File: src/rtl/nfcs_pkg.sv
// ----------------------------------------------------------------------------
// nfcs_pkg
// Shared types, bus command codes and result builders for the NOR flash
// command sequencer.
// ----------------------------------------------------------------------------
package nfcs_pkg;

  localparam int unsigned ADDR_BITS   = 21;
  localparam int unsigned DATA_BITS   = 32;
  localparam int unsigned MAX_RESULTS = 7;
  localparam int unsigned CNT_BITS    = 3;   // holds 0..MAX_RESULTS
  localparam int unsigned POS_BITS    = 3;   // indexes 0..MAX_RESULTS-1

  // Command words, replicated for both interleaved x16 chips
  localparam logic [DATA_BITS-1:0] CMD_RESET   = 32'h00F0_00F0;
  localparam logic [DATA_BITS-1:0] CMD_UNLK1   = 32'h00AA_00AA;
  localparam logic [DATA_BITS-1:0] CMD_UNLK2   = 32'h0055_0055;
  localparam logic [DATA_BITS-1:0] CMD_AUTOSEL = 32'h0090_0090;
  localparam logic [DATA_BITS-1:0] CMD_ERASE   = 32'h0080_0080;
  localparam logic [DATA_BITS-1:0] CMD_PROG    = 32'h00A0_00A0;
  localparam logic [DATA_BITS-1:0] CMD_SECTOR  = 32'h0030_0030;
  localparam logic [DATA_BITS-1:0] DQ5_BOTH    = 32'h0020_0020;
  localparam logic [DATA_BITS-1:0] DQ7_BOTH    = 32'h0080_0080;

  localparam logic [ADDR_BITS-1:0] OFF_A = ADDR_BITS'(12'h555);
  localparam logic [ADDR_BITS-1:0] OFF_B = ADDR_BITS'(12'h2AA);

  localparam logic [DATA_BITS-1:0] READY_MASK_RST = 32'h0080_0080;

  typedef enum logic [1:0] {
    OP_PROGRAM   = 2'd0,
    OP_ERASE     = 2'd1,
    OP_READ_ID   = 2'd2,
    OP_READ_DATA = 2'd3
  } op_e;

  typedef enum logic [1:0] {
    KIND_WRITE = 2'd0,
    KIND_READ  = 2'd1,
    KIND_DONE  = 2'd2
  } kind_e;

  typedef enum logic [2:0] {
    ST_OK          = 3'd0,
    ST_PROTECTED   = 3'd1,
    ST_NEEDS_ERASE = 3'd2,
    ST_DEVICE_ERR  = 3'd3,
    ST_VERIFY_ERR  = 3'd4
  } status_e;

  typedef enum logic [1:0] {
    CFG_WRITE_PROTECT = 2'd0,
    CFG_READY_MASK    = 2'd1,
    CFG_FLASH_BASE    = 2'd2
  } cfg_idx_e;

  typedef enum logic [9:0] {
    PH_IDLE      = 10'b00_0000_0001,
    PH_P_CUR     = 10'b00_0000_0010,
    PH_P_POLL    = 10'b00_0000_0100,
    PH_P_DQ7     = 10'b00_0000_1000,
    PH_P_VER     = 10'b00_0001_0000,
    PH_P_VER_ERR = 10'b00_0010_0000,
    PH_E_POLL    = 10'b00_0100_0000,
    PH_E_DQ7     = 10'b00_1000_0000,
    PH_ID_MAN    = 10'b01_0000_0000,
    PH_ID_DEV    = 10'b10_0000_0000
  } phase_e;

  typedef struct packed {
    op_e                  operation;
    logic [ADDR_BITS-1:0] word_address;
    logic [DATA_BITS-1:0] write_data;
    logic [DATA_BITS-1:0] read_data;
  } nfcs_in_t;

  typedef struct packed {
    kind_e                kind;
    logic [ADDR_BITS-1:0] bus_address;
    logic [DATA_BITS-1:0] bus_data;
    status_e              status;
    logic [DATA_BITS-1:0] manufacturer_code;
    logic [DATA_BITS-1:0] device_code;
    logic                 last;
  } nfcs_out_t;

  typedef nfcs_out_t [MAX_RESULTS-1:0] nfcs_list_t;

  typedef struct packed {
    logic                 write_protect;
    logic [DATA_BITS-1:0] ready_mask;
    logic [ADDR_BITS-1:0] flash_base;
  } nfcs_cfg_t;

  // Sequencer to top level: what the step just decoded
  typedef struct packed {
    logic                busy;    // a command was in progress before this step
    logic [CNT_BITS-1:0] count;   // number of results the step produces
  } nfcs_info_t;

  function automatic nfcs_out_t res_write(input logic [ADDR_BITS-1:0] addr,
                                          input logic [DATA_BITS-1:0] data);
    nfcs_out_t r;
    r             = '0;
    r.kind        = KIND_WRITE;
    r.bus_address = addr;
    r.bus_data    = data;
    return r;
  endfunction

  function automatic nfcs_out_t res_read(input logic [ADDR_BITS-1:0] addr);
    nfcs_out_t r;
    r             = '0;
    r.kind        = KIND_READ;
    r.bus_address = addr;
    return r;
  endfunction

  function automatic nfcs_out_t res_done(input status_e st,
                                         input logic [DATA_BITS-1:0] man,
                                         input logic [DATA_BITS-1:0] dev);
    nfcs_out_t r;
    r                   = '0;
    r.kind              = KIND_DONE;
    r.status            = st;
    r.manufacturer_code = man;
    r.device_code       = dev;
    return r;
  endfunction

  // Data-polling failure: DQ5 set in a half whose DQ7 still disagrees
  function automatic logic dq5_fail(input logic [DATA_BITS-1:0] s,
                                    input logic [DATA_BITS-1:0] d,
                                    input logic [DATA_BITS-1:0] expect_dq7);
    return (s[5]  && (d[7]  != expect_dq7[7])) ||
           (s[21] && (d[23] != expect_dq7[23]));
  endfunction

endpackage

File: src/rtl/nor_flash_command_sequencer_top.sv
// ----------------------------------------------------------------------------
// nor_flash_command_sequencer_top
// Host-side command sequencer for two interleaved x16 AMD-style NOR flash
// chips on a 32-bit bus: program word, erase sector, read ID.
//
//   channel  direction  handshake            payload
//   in       sink       in_valid_i/in_stall_o    nfcs_in_t  (command or read data)
//   out      source     out_valid_o/out_stall_i  nfcs_out_t (write, read, done)
//   cfg      sink       cfg_we_i, cfg_index_i    cfg_wdata_i
//
// An accepted item waits in the input register until the buffer can load, is
// decoded in one pass and its 0..7 results load the output buffer.
// The buffer drives one result transfer per cycle while out is not stalled;
// the single result port sets the rate.
// The next item is taken while the last result of the previous one is out.
// Reset clears the phase and the command target and sets the config registers to their defaults.
// A stall on out backs up through the buffer into in_stall_o.
// ----------------------------------------------------------------------------
module nor_flash_command_sequencer_top import nfcs_pkg::*; (
  input  logic                 clk_i,
  input  logic                 rst_ni,
  // command / read-data channel
  input  logic                 in_valid_i,
  output logic                 in_stall_o,
  input  nfcs_in_t             in_i,
  // result channel
  output logic                 out_valid_o,
  input  logic                 out_stall_i,
  output nfcs_out_t            out_o,
  // configuration writes
  input  logic                 cfg_we_i,
  input  logic [1:0]           cfg_index_i,
  input  logic [DATA_BITS-1:0] cfg_wdata_i
);

  // Configuration registers
  nfcs_cfg_t cfg_q;

  always_ff @(posedge clk_i or negedge rst_ni) begin
    if (!rst_ni) begin
      cfg_q.write_protect <= 1'b0;
      cfg_q.ready_mask    <= READY_MASK_RST;
      cfg_q.flash_base    <= '0;
    end else if (cfg_we_i) begin
      unique case (cfg_idx_e'(cfg_index_i))
        CFG_WRITE_PROTECT: cfg_q.write_protect <= cfg_wdata_i[0];
        CFG_READY_MASK:    cfg_q.ready_mask    <= cfg_wdata_i;
        CFG_FLASH_BASE:    cfg_q.flash_base    <= cfg_wdata_i[ADDR_BITS-1:0];
        default: begin
          // unmapped index: write dropped
        end
      endcase
    end
  end

  // Input register: holds one item until the buffer can take its results
  logic       in_valid_q;
  nfcs_in_t   in_q;
  logic       in_take;
  logic       step;
  logic       load_ready;
  nfcs_list_t list;
  nfcs_info_t info;

  assign step       = in_valid_q && load_ready;
  assign in_stall_o = in_valid_q && !step;
  assign in_take    = in_valid_i && !in_stall_o;

  always_ff @(posedge clk_i or negedge rst_ni) begin
    if (!rst_ni) begin
      in_valid_q <= 1'b0;
    end else if (in_take) begin
      in_valid_q <= 1'b1;
    end else if (step) begin
      in_valid_q <= 1'b0;
    end
  end

  always_ff @(posedge clk_i) begin
    if (in_take) begin
      in_q <= in_i;
    end
  end

  // Phase state and single-pass decode
  nfcs_seq u_seq (
    .clk_i  (clk_i),
    .rst_ni (rst_ni),
    .step_i (step),
    .item_i (in_q),
    .cfg_i  (cfg_q),
    .list_o (list),
    .info_o (info)
  );

  // Result buffer, one transfer per cycle while out is not stalled
  nfcs_emit u_emit (
    .clk_i        (clk_i),
    .rst_ni       (rst_ni),
    .load_i       (step),
    .list_i       (list),
    .count_i      (info.count),
    .load_ready_o (load_ready),
    .out_valid_o  (out_valid_o),
    .out_stall_i  (out_stall_i),
    .out_o        (out_o)
  );

  // A command arriving mid-sequence is dropped without results
  assert property (@(posedge clk_i) disable iff (!rst_ni)
    step && (in_q.operation != OP_READ_DATA) && info.busy |-> info.count == '0)
    else $error("command accepted while busy produced results");

  // A completion always closes the result list of its item
  assert property (@(posedge clk_i) disable iff (!rst_ni)
    out_valid_o && (out_o.kind == KIND_DONE) |-> out_o.last)
    else $error("completion not marked as final result");

  // Decoded results show up at the output on the following cycle
  assert property (@(posedge clk_i) disable iff (!rst_ni)
    step && (info.count != '0) |=> out_valid_o)
    else $error("decoded results not presented");

  // Input register never stalls while the result buffer is empty
  assert property (@(posedge clk_i) disable iff (!rst_ni)
    in_valid_q && !out_valid_o |-> !in_stall_o)
    else $error("input stalled with empty result buffer");

endmodule

File: src/rtl/nfcs_seq.sv
// ----------------------------------------------------------------------------
// nfcs_seq
// Command state and single-pass decode: one item in, its full result list
// and the next phase out.
// ----------------------------------------------------------------------------
module nfcs_seq import nfcs_pkg::*; (
  input  logic       clk_i,
  input  logic       rst_ni,
  input  logic       step_i,
  input  nfcs_in_t   item_i,
  input  nfcs_cfg_t  cfg_i,
  output nfcs_list_t list_o,
  output nfcs_info_t info_o
);

  phase_e               phase_q, phase_d;
  logic [ADDR_BITS-1:0] taddr_q, taddr_d;
  logic [DATA_BITS-1:0] tdata_q, tdata_d;
  logic [DATA_BITS-1:0] sample_q, sample_d;
  logic [DATA_BITS-1:0] man_q, man_d;

  logic [ADDR_BITS-1:0] addr_base, addr_a, addr_b, addr_1;
  logic [DATA_BITS-1:0] rd;
  logic                 prog_ready, erase_ready;
  logic [CNT_BITS-1:0]  count;

  assign addr_base   = cfg_i.flash_base;
  assign addr_a      = addr_base + OFF_A;
  assign addr_b      = addr_base + OFF_B;
  assign addr_1      = addr_base + ADDR_BITS'(1);
  assign rd          = item_i.read_data;
  assign prog_ready  = (rd & cfg_i.ready_mask) == (tdata_q & cfg_i.ready_mask);
  assign erase_ready = (rd & cfg_i.ready_mask) == cfg_i.ready_mask;

  always_comb begin
    list_o   = '0;
    count    = '0;
    phase_d  = phase_q;
    taddr_d  = taddr_q;
    tdata_d  = tdata_q;
    sample_d = sample_q;
    man_d    = man_q;

    if (item_i.operation == OP_READ_DATA) begin
      unique case (phase_q) inside
        PH_IDLE: begin
          // no read outstanding: dropped
        end
        PH_P_CUR: begin
          if (rd == tdata_q) begin
            list_o[0] = res_done(ST_OK, '0, '0);
            count     = CNT_BITS'(1);
            phase_d   = PH_IDLE;
          end else if ((tdata_q & ~rd) != '0) begin
            list_o[0] = res_done(ST_NEEDS_ERASE, '0, '0);
            count     = CNT_BITS'(1);
            phase_d   = PH_IDLE;
          end else begin
            list_o[0] = res_write(addr_base, CMD_RESET);
            list_o[1] = res_write(addr_a, CMD_UNLK1);
            list_o[2] = res_write(addr_b, CMD_UNLK2);
            list_o[3] = res_write(addr_a, CMD_PROG);
            list_o[4] = res_write(taddr_q, tdata_q);
            list_o[5] = res_read(taddr_q);
            count     = CNT_BITS'(6);
            phase_d   = PH_P_POLL;
          end
        end
        PH_P_POLL, PH_E_POLL: begin
          if ((phase_q == PH_P_POLL) ? prog_ready : erase_ready) begin
            list_o[0] = res_write(addr_base, CMD_RESET);
            if (phase_q == PH_P_POLL) begin
              list_o[1] = res_read(taddr_q);
              phase_d   = PH_P_VER;
            end else begin
              list_o[1] = res_done(ST_OK, '0, '0);
              phase_d   = PH_IDLE;
            end
            count = CNT_BITS'(2);
          end else begin
            list_o[0] = res_read(taddr_q);
            count     = CNT_BITS'(1);
            if ((rd & DQ5_BOTH) != '0) begin
              sample_d = rd;
              phase_d  = (phase_q == PH_P_POLL) ? PH_P_DQ7 : PH_E_DQ7;
            end
          end
        end
        PH_P_DQ7: begin
          if (dq5_fail(sample_q, rd, tdata_q)) begin
            list_o[0] = res_write(addr_base, CMD_RESET);
            list_o[1] = res_read(taddr_q);
            count     = CNT_BITS'(2);
            phase_d   = PH_P_VER_ERR;
          end else begin
            list_o[0] = res_read(taddr_q);
            count     = CNT_BITS'(1);
            phase_d   = PH_P_POLL;
          end
        end
        PH_E_DQ7: begin
          if (dq5_fail(sample_q, rd, DQ7_BOTH)) begin
            list_o[0] = res_write(addr_base, CMD_RESET);
            list_o[1] = res_done(ST_DEVICE_ERR, '0, '0);
            count     = CNT_BITS'(2);
            phase_d   = PH_IDLE;
          end else begin
            list_o[0] = res_read(taddr_q);
            count     = CNT_BITS'(1);
            phase_d   = PH_E_POLL;
          end
        end
        PH_P_VER, PH_P_VER_ERR: begin
          if (rd == tdata_q) begin
            list_o[0] = res_done(ST_OK, '0, '0);
          end else if (phase_q == PH_P_VER_ERR) begin
            list_o[0] = res_done(ST_DEVICE_ERR, '0, '0);
          end else begin
            list_o[0] = res_done(ST_VERIFY_ERR, '0, '0);
          end
          count   = CNT_BITS'(1);
          phase_d = PH_IDLE;
        end
        PH_ID_MAN: begin
          man_d     = rd;
          list_o[0] = res_read(addr_1);
          count     = CNT_BITS'(1);
          phase_d   = PH_ID_DEV;
        end
        PH_ID_DEV: begin
          list_o[0] = res_write(addr_base, CMD_RESET);
          list_o[1] = res_done(ST_OK, man_q, rd);
          count     = CNT_BITS'(2);
          phase_d   = PH_IDLE;
        end
        default: begin
          phase_d = PH_IDLE;
        end
      endcase
    end else if (phase_q == PH_IDLE) begin
      unique case (item_i.operation)
        OP_PROGRAM: begin
          if (cfg_i.write_protect) begin
            list_o[0] = res_done(ST_PROTECTED, '0, '0);
            count     = CNT_BITS'(1);
          end else begin
            taddr_d   = item_i.word_address;
            tdata_d   = item_i.write_data;
            list_o[0] = res_read(item_i.word_address);
            count     = CNT_BITS'(1);
            phase_d   = PH_P_CUR;
          end
        end
        OP_ERASE: begin
          if (cfg_i.write_protect) begin
            list_o[0] = res_done(ST_PROTECTED, '0, '0);
            count     = CNT_BITS'(1);
          end else begin
            taddr_d   = item_i.word_address;
            list_o[0] = res_write(addr_a, CMD_UNLK1);
            list_o[1] = res_write(addr_b, CMD_UNLK2);
            list_o[2] = res_write(addr_a, CMD_ERASE);
            list_o[3] = res_write(addr_a, CMD_UNLK1);
            list_o[4] = res_write(addr_b, CMD_UNLK2);
            list_o[5] = res_write(item_i.word_address, CMD_SECTOR);
            list_o[6] = res_read(item_i.word_address);
            count     = CNT_BITS'(7);
            phase_d   = PH_E_POLL;
          end
        end
        default: begin  // read identifier
          list_o[0] = res_write(addr_base, CMD_RESET);
          list_o[1] = res_write(addr_a, CMD_UNLK1);
          list_o[2] = res_write(addr_b, CMD_UNLK2);
          list_o[3] = res_write(addr_a, CMD_AUTOSEL);
          list_o[4] = res_read(addr_base);
          count     = CNT_BITS'(5);
          phase_d   = PH_ID_MAN;
        end
      endcase
    end
    // a command while busy falls through with no results
  end

  assign info_o.busy  = (phase_q != PH_IDLE);
  assign info_o.count = count;

  always_ff @(posedge clk_i or negedge rst_ni) begin
    if (!rst_ni) begin
      phase_q  <= PH_IDLE;
      taddr_q  <= '0;
      tdata_q  <= '0;
      sample_q <= '0;
      man_q    <= '0;
    end else if (step_i) begin
      phase_q  <= phase_d;
      taddr_q  <= taddr_d;
      tdata_q  <= tdata_d;
      sample_q <= sample_d;
      man_q    <= man_d;
    end
  end

endmodule

File: src/rtl/nfcs_emit.sv
// ----------------------------------------------------------------------------
// nfcs_emit
// Result buffer: holds the decoded list of one item and hands it out one
// transfer per cycle while out is not stalled, marking the final entry.
// ----------------------------------------------------------------------------
module nfcs_emit import nfcs_pkg::*; (
  input  logic                clk_i,
  input  logic                rst_ni,
  input  logic                load_i,
  input  nfcs_list_t          list_i,
  input  logic [CNT_BITS-1:0] count_i,
  output logic                load_ready_o,
  output logic                out_valid_o,
  input  logic                out_stall_i,
  output nfcs_out_t           out_o
);

  nfcs_list_t          buf_q;
  logic [CNT_BITS-1:0] cnt_q, cnt_d;
  logic [POS_BITS-1:0] pos_q, pos_d;
  logic                take;

  assign out_valid_o  = (cnt_q != '0);
  assign take         = out_valid_o && !out_stall_i;
  assign load_ready_o = (cnt_q == '0) || ((cnt_q == CNT_BITS'(1)) && take);

  always_comb begin
    out_o      = buf_q[pos_q];
    out_o.last = (cnt_q == CNT_BITS'(1));
  end

  always_comb begin
    cnt_d = cnt_q;
    pos_d = pos_q;
    if (load_i) begin
      cnt_d = count_i;
      pos_d = '0;
    end else if (take) begin
      cnt_d = cnt_q - CNT_BITS'(1);
      pos_d = pos_q + POS_BITS'(1);
    end
  end

  always_ff @(posedge clk_i or negedge rst_ni) begin
    if (!rst_ni) begin
      cnt_q <= '0;
      pos_q <= '0;
    end else begin
      cnt_q <= cnt_d;
      pos_q <= pos_d;
    end
  end

  always_ff @(posedge clk_i) begin
    if (load_i) begin
      buf_q <= list_i;
    end
  end

endmodule
File: config.mk
export PLATFORM = sky130hd
export DESIGN_NAME = nor_flash_command_sequencer_top
export DESIGN_NICKNAME = d
export VERILOG_FILES = /design/src/rtl/nfcs_pkg.sv /design/src/rtl/nor_flash_command_sequencer_top.sv /design/src/rtl/nfcs_seq.sv /design/src/rtl/nfcs_emit.sv
export SDC_FILE = /design/constraint.sdc
export NUM_CORES = 1
export LEC_CHECK = 0
export ABC_AREA = 1
export BUFFER_PORTS_ARGS = -buffer_cell sky130_fd_sc_hd__buf_2
export CAP_MARGIN = 5
export CORE_MARGIN = 2
export CORE_UTILIZATION = 45
export CTS_CLUSTER_SIZE = 25
export DETAILED_ROUTE_END_ITERATION = 8
export PLACE_DENSITY = 0.6
export RECOVER_POWER = 25
export SYNTH_ARGS = -nofsm -noshare
export SYNTH_HDL_FRONTEND = slang
export SYNTH_HIERARCHICAL = 1
export SYNTH_SLANG_ARGS = --single-unit
File: constraint.sdc
create_clock -name clk_i -period 29 [get_ports clk_i]
set_clock_uncertainty 0.15 [all_clocks]
set_input_delay 2.9 -clock clk_i [delete_from_list [all_inputs] [get_ports clk_i]]
set_output_delay 2.9 -clock clk_i [all_outputs]
set_load 0.03 [all_outputs]
## Yosys cells after proc, flatten, opt, wreduce, memory -nomap -nowiden

Index checks and enable logic that the tools add are counted.
Widths: inputs -> output; s select.

- Register bits after elaboration: 1125
- Bits of input ports: 126
- Word-level logic and storage cells: 200

- $add $sub $neg: 5
- Magnitude comparators: 1
- Equal/unequal tests: 24
- Multiplexer cells: 57
- Bitwise logic cells: 11
- Reduce and logical (&&, ||, !) cells: 38

Operators by type and width:

| kind | number |
|---|---|
| $mux 738 | 2 |
| $mux 123 | 9 |
| $pmux 492 s2 | 1 |
| $pmux 123 s7 | 1 |
| $mux 737 | 1 |
| $mux 615 | 1 |
| $pmux 123 s5 | 1 |
| $mux 614 | 1 |
| $mux 492 | 1 |
| $mux 122 | 4 |
| $bmux 123 s3 | 1 |
| $pmux 123 s2 | 1 |
| $mux 68 | 2 |
| $and 32x32->32 | 3 |
| $eq 32x32->1 | 3 |
| $reduce_bool 32->1 | 2 |
| $mux 10 | 6 |
| $pmux 10 s6 | 1 |
| $mux 3 | 11 |
| $not 32->32 | 1 |
| $add 21x1->21 const B | 1 |
| $add 21x10->21 const B | 1 |
| $add 21x11->21 const B | 1 |
| $pmux 10 s2 | 1 |
| other kinds (43) | 79 |

## Logic depth before layout (Yosys ltp)

- Word-level depth: 10
- Gate-level depth with buffers: 23
- Gate-level depth less buffers: 23

## Modules after synthesis

Netlist, hierarchy kept.

By module, submodules not included:

| module | instances | cells each | area each (um^2) |
|---|---|---|---|
| nfcs_emit | 1 | 3630 | 36983.0 |
| nfcs_seq | 1 | 2411 | 14974.4 |
| nor_flash_command_sequencer_top | 1 | 340 | 4911.0 |

## Worst setup path after synthesis

No wires, ideal clock.

- Path kind: in2reg
- Start: input out_stall_i
- End: register u_emit.pos_q[0]
- Arrival: 22966 ps
- Required time: 28708 ps
- Setup slack: 5742 ps
- Cell stages on the path: 8
- Path buffers: 0
- Cells stage by stage: o21ai_0 > nand2_1 > inv_1 > inv_1 > nand2_1 > inv_1 > nand2_1 > nand2_1

- Longest elaborated chain between the ends: 6

Ends and longest elaborated chain:

| element | RTL line | text |
|---|---|---|
| start, declared | nor_flash_command_sequencer_top.sv:28 | `input logic out_stall_i,` |
| $logic_not 1->1 (*) | nfcs_emit.sv:24 | `assign take = out_valid_o && !out_stall_i;` |
| $logic_and 1x1->1 (*) | nfcs_emit.sv:24 |  |
| $logic_and 1x1->1 (*) | nfcs_emit.sv:25 | `assign load_ready_o = (cnt_q == '0) \|\| ((cnt_q == CNT_BITS'(1)) && take);` |
| $logic_or 1x1->1 (*) | nfcs_emit.sv:25 |  |
| $logic_and 1x1->1 (*) | nor_flash_command_sequencer_top.sv:65 | `assign step = in_valid_q && load_ready;` |
| net step | nor_flash_command_sequencer_top.sv:60 | `logic step;` |
| $mux 3 / $reduce_bool 2->1 (equally long branches) | -- |  |
| end signal, assigned | nfcs_emit.sv:50 | `pos_q <= pos_d;` |
| end, declared | nfcs_emit.sv:20 | `logic [POS_BITS-1:0] pos_q, pos_d;` |

Mark *: on every way through the listed nets, which the timed path passes. The rest lies on a longest branch.
A chain may end at the register's enable or synchronous reset.

## Worst setup path after layout

- Start: input out_stall_i
- End: register u_emit/buf_q[384] (netlist bit) (enable)

- Longest elaborated chain between the ends: 5

Ends and longest elaborated chain:

| element | RTL line | text |
|---|---|---|
| $logic_not 1->1 | nfcs_emit.sv:24 |  |
| $logic_and 1x1->1 | nfcs_emit.sv:24 |  |
| $logic_and 1x1->1 | nfcs_emit.sv:25 |  |
| $logic_or 1x1->1 | nfcs_emit.sv:25 |  |
| net load_ready | nor_flash_command_sequencer_top.sv:61 | `logic load_ready;` |
| $logic_and 1x1->1 | nor_flash_command_sequencer_top.sv:65 |  |
| net step | nor_flash_command_sequencer_top.sv:60 |  |
| end signal, assigned | nfcs_emit.sv:56 | `buf_q <= list_i;` |
| end, declared | nfcs_emit.sv:18 | `nfcs_list_t buf_q;` |

The timed path passes the listed nets, and every way through them passes these cells.

==> impl_metrics.toml <==
[status]
status = "complete, but fails checks"
violations = "max-capacitance violations, max-slew violations"

[global_route]
gr-total-overflow = 0
grt_antenna_before_repair = 13
grt_first_pass_wirelength_um = 230000
gr-usage-met1_pct = 31.4
grt_pass1_vias = 37100
grt_use_met2_pct = 38.4
grtUsageTotal_pct = 23.4
use_met3_pct = 3.35
grt.busiest_layer = "met2"
grt_max_degree = 196

[hold_path]
hold_end = "cfg_q[45]"
worstHoldStart = "cfg_q[45]"
hp-class = "reg2reg"
holdPathStages = 2

[floorplanning]
die_width_um = 359
fp.coreArea_mm2 = 0.125
die_area_mm2 = 0.129
start_util_pct = 45.3
fp.dieH_um = 359
rows = 130
io_pins = 251

[power]
cellLeakagePower_nw = 28.4
p_clk_share_pct = 21.4
p_per_area_mw_per_mm2 = 116
switching_share_pct = 42.5
p_int_mw = 4.03
seqPwrFrac_pct = 39.6
ir_worst_vdd_v = 0.000105
p_sw_mw = 2.98
pwr-share-comb_pct = 39.1

[route]
drt-initial-drc-count = 3743
vias_per_cell = 4.81
vias = 39500
postRouteAntennaNets = 0
first_pass_iters = 6
drt-total-wl_um = 152000
drc = 0
wl_per_cell_um = 18.5

[worst_setup_path]
crit_path_end_kind = "flop"
worstPathArrival_ns = 8.75
r2r_start = "in_q[86]"
reg2reg_to = "u_emit/buf_q[361]"
worstPathMaxFanout = 92
critical_path_class = "in2reg"
rr_worst_depth = 10
required_ns = 29.18
rrSetupSlack_ns = 20.81
worstSetupStartpointType = "primary input"

[place]
dp_cells = 7984
gp_congestion = 0.914
dp_hpwl_um = 97200
io_buffers = 250
place_ws_ns = 21.37
placed_area_mm2 = 0.0567

[clock_tree]
cts_buffers = 118
clk_path_buf_depth = 3
cts_max_level = 3
post_cts_buffers = 0
ctsResizeCount = 0
hold_buffers = 0
cts_sinks = 1099
clock_latency_ns = 0.76
path_clk_slew_ns = 0.06
tritoncts = "yes"
cts_root_buffer = "clkbuf_16"

[finish]
syn_to_final_growth_pct = 6.51
postLayoutCellArea_mm2 = 0.0605
drive_gt1_share_pct = 7.23
instances_no_fill = 8211
final_nets = 6619
fillers = 11900

[timing]
whs_ns = 0.331
max_freq_mhz = 117
finalSetupTns_ns = 0
hold_viol = 0
setup_violations = 0
worst_slew_pin_slew_ns = 3.70
slew_headroom_pct = -146
setup_slack_ns = 20.43
post-route-min-period_ns = 8.57
period_share_pct = 29.5
slew_viol_final = 665
rsz0062_at_grt = "no"

[synth]
yosys_warnings = 6
synth_area_per_cell_um2 = 8.91
syn_area_mm2 = 0.0568
synthCells = 6374

[run]
drv_cap = 13
per-stage QoR:
stage / utilization [%] / power (mW)
2_1_floorplan: - / 5.23
3_3_place_gp: 45.2 / 5.53
3_5_place_dp: 45.2 / 5.57
4_1_cts: 48.3 / 7.08
5_1_grt: 48.2 / 7.47
6_report: 48.3 / 7.01
layout make-up:
class | count | area [µm²] | share of cell area (%)
sequential | 1099 | 32200 | 53.3
timing repair buffer | 289 | 1540 | 2.54
multi-input combinational | 3983 | 17200 | 28.4
clock inverter | 58 | 589 | 0.974
inverter | 963 | 3630 | 6.00
clock buffer | 163 | 3270 | 5.41
antenna | 6 | 15.0 | 0.0248
tap | 1650 | 2060 | 3.41
cell usage in the layout (no fill, tap or decap), types with 5 or more instances in the layout:
cell and count:
o21ai_1 22, conb_1 547, buf_2 227, a21boi_0 5
o21ai_0 180, nor3_1 50, o211ai_1 9, clkbuf_16 120
ha_1 39, clkbuf_1 61, o22ai_1 30, diode_2 6
a21oi_1 69, dfrtp_1 152, a31oi_1 5, clkinvlp_4 5
nand2_1 2064, clkinv_1 18, clkinv_2 23, a211oi_1 5
nand4_1 79, inv_1 949, edfxtp_1 941, buf_4 28
clkbuf_8 11, nor2_4 5, nor2_1 229, a22oi_1 6
nor4_1 7, nand3_1 560, inv_2 7, bufinv_16 8
xor2_1 24
routing by layer:
layer,up-vias,wire length (µm)
li1,19300,-
met1,18700,65400
met2,1222,71700
met3,307,8860
met4,8,6260
met5,-,51
state kept, by name, summed over array words and instances, names as in the netlist:
| register | cells |
|---|---|
| u_emit/buf_q | 854 |
| in_q | 87 |
| cfg_q | 54 |
| u_seq/man_q | 32 |
| u_seq/tdata_q | 32 |
| u_seq/taddr_q | 21 |
| u_seq/phase_q | 10 |
| u_emit/cnt_q | 3 |
| u_emit/pos_q | 3 |
| u_seq/sample_q | 2 |
| in_valid_q | 1 |
worst max-delay path by stage:
stage	cells past startpoint	endpoint	start	slack, ns
floorplan	8	u_emit/pos_q[0]	out_stall_i	5.74
CTS	8	out_o[88]	u_emit/pos_q[0]	21.77
global route	7	u_emit/buf_q[504]	out_stall_i	19.90
finish	7	u_emit/buf_q[384]	out_stall_i	20.43
global placement	7	u_emit/buf_q[508]	out_stall_i	21.33
detailed placement	7	u_emit/buf_q[510]	out_stall_i	21.37
critical path: stages:
cell and delay, ns:
clkbuf_1 0.17, o21ai_0 0.24, nand2_1 0.16, clkinvlp_2 2.49, buf_4 1.37, buf_4 0.55
buf_4 0.63
power by group through the flow:
| stage | combinational, mW | clock, mW | sequential, mW |
|---|---|---|---|
| after floorplan | 1.99 | 0 | 3.24 |
| after global placement | 2.75 | 0 | 2.78 |
| after detailed placement | 2.77 | 0 | 2.80 |
| after CTS | 2.78 | 1.54 | 2.77 |
| after global routing | 3.04 | 1.60 | 2.83 |
| final | 2.74 | 1.50 | 2.77 |
Note: power is estimated with default switching activity, not from simulation.
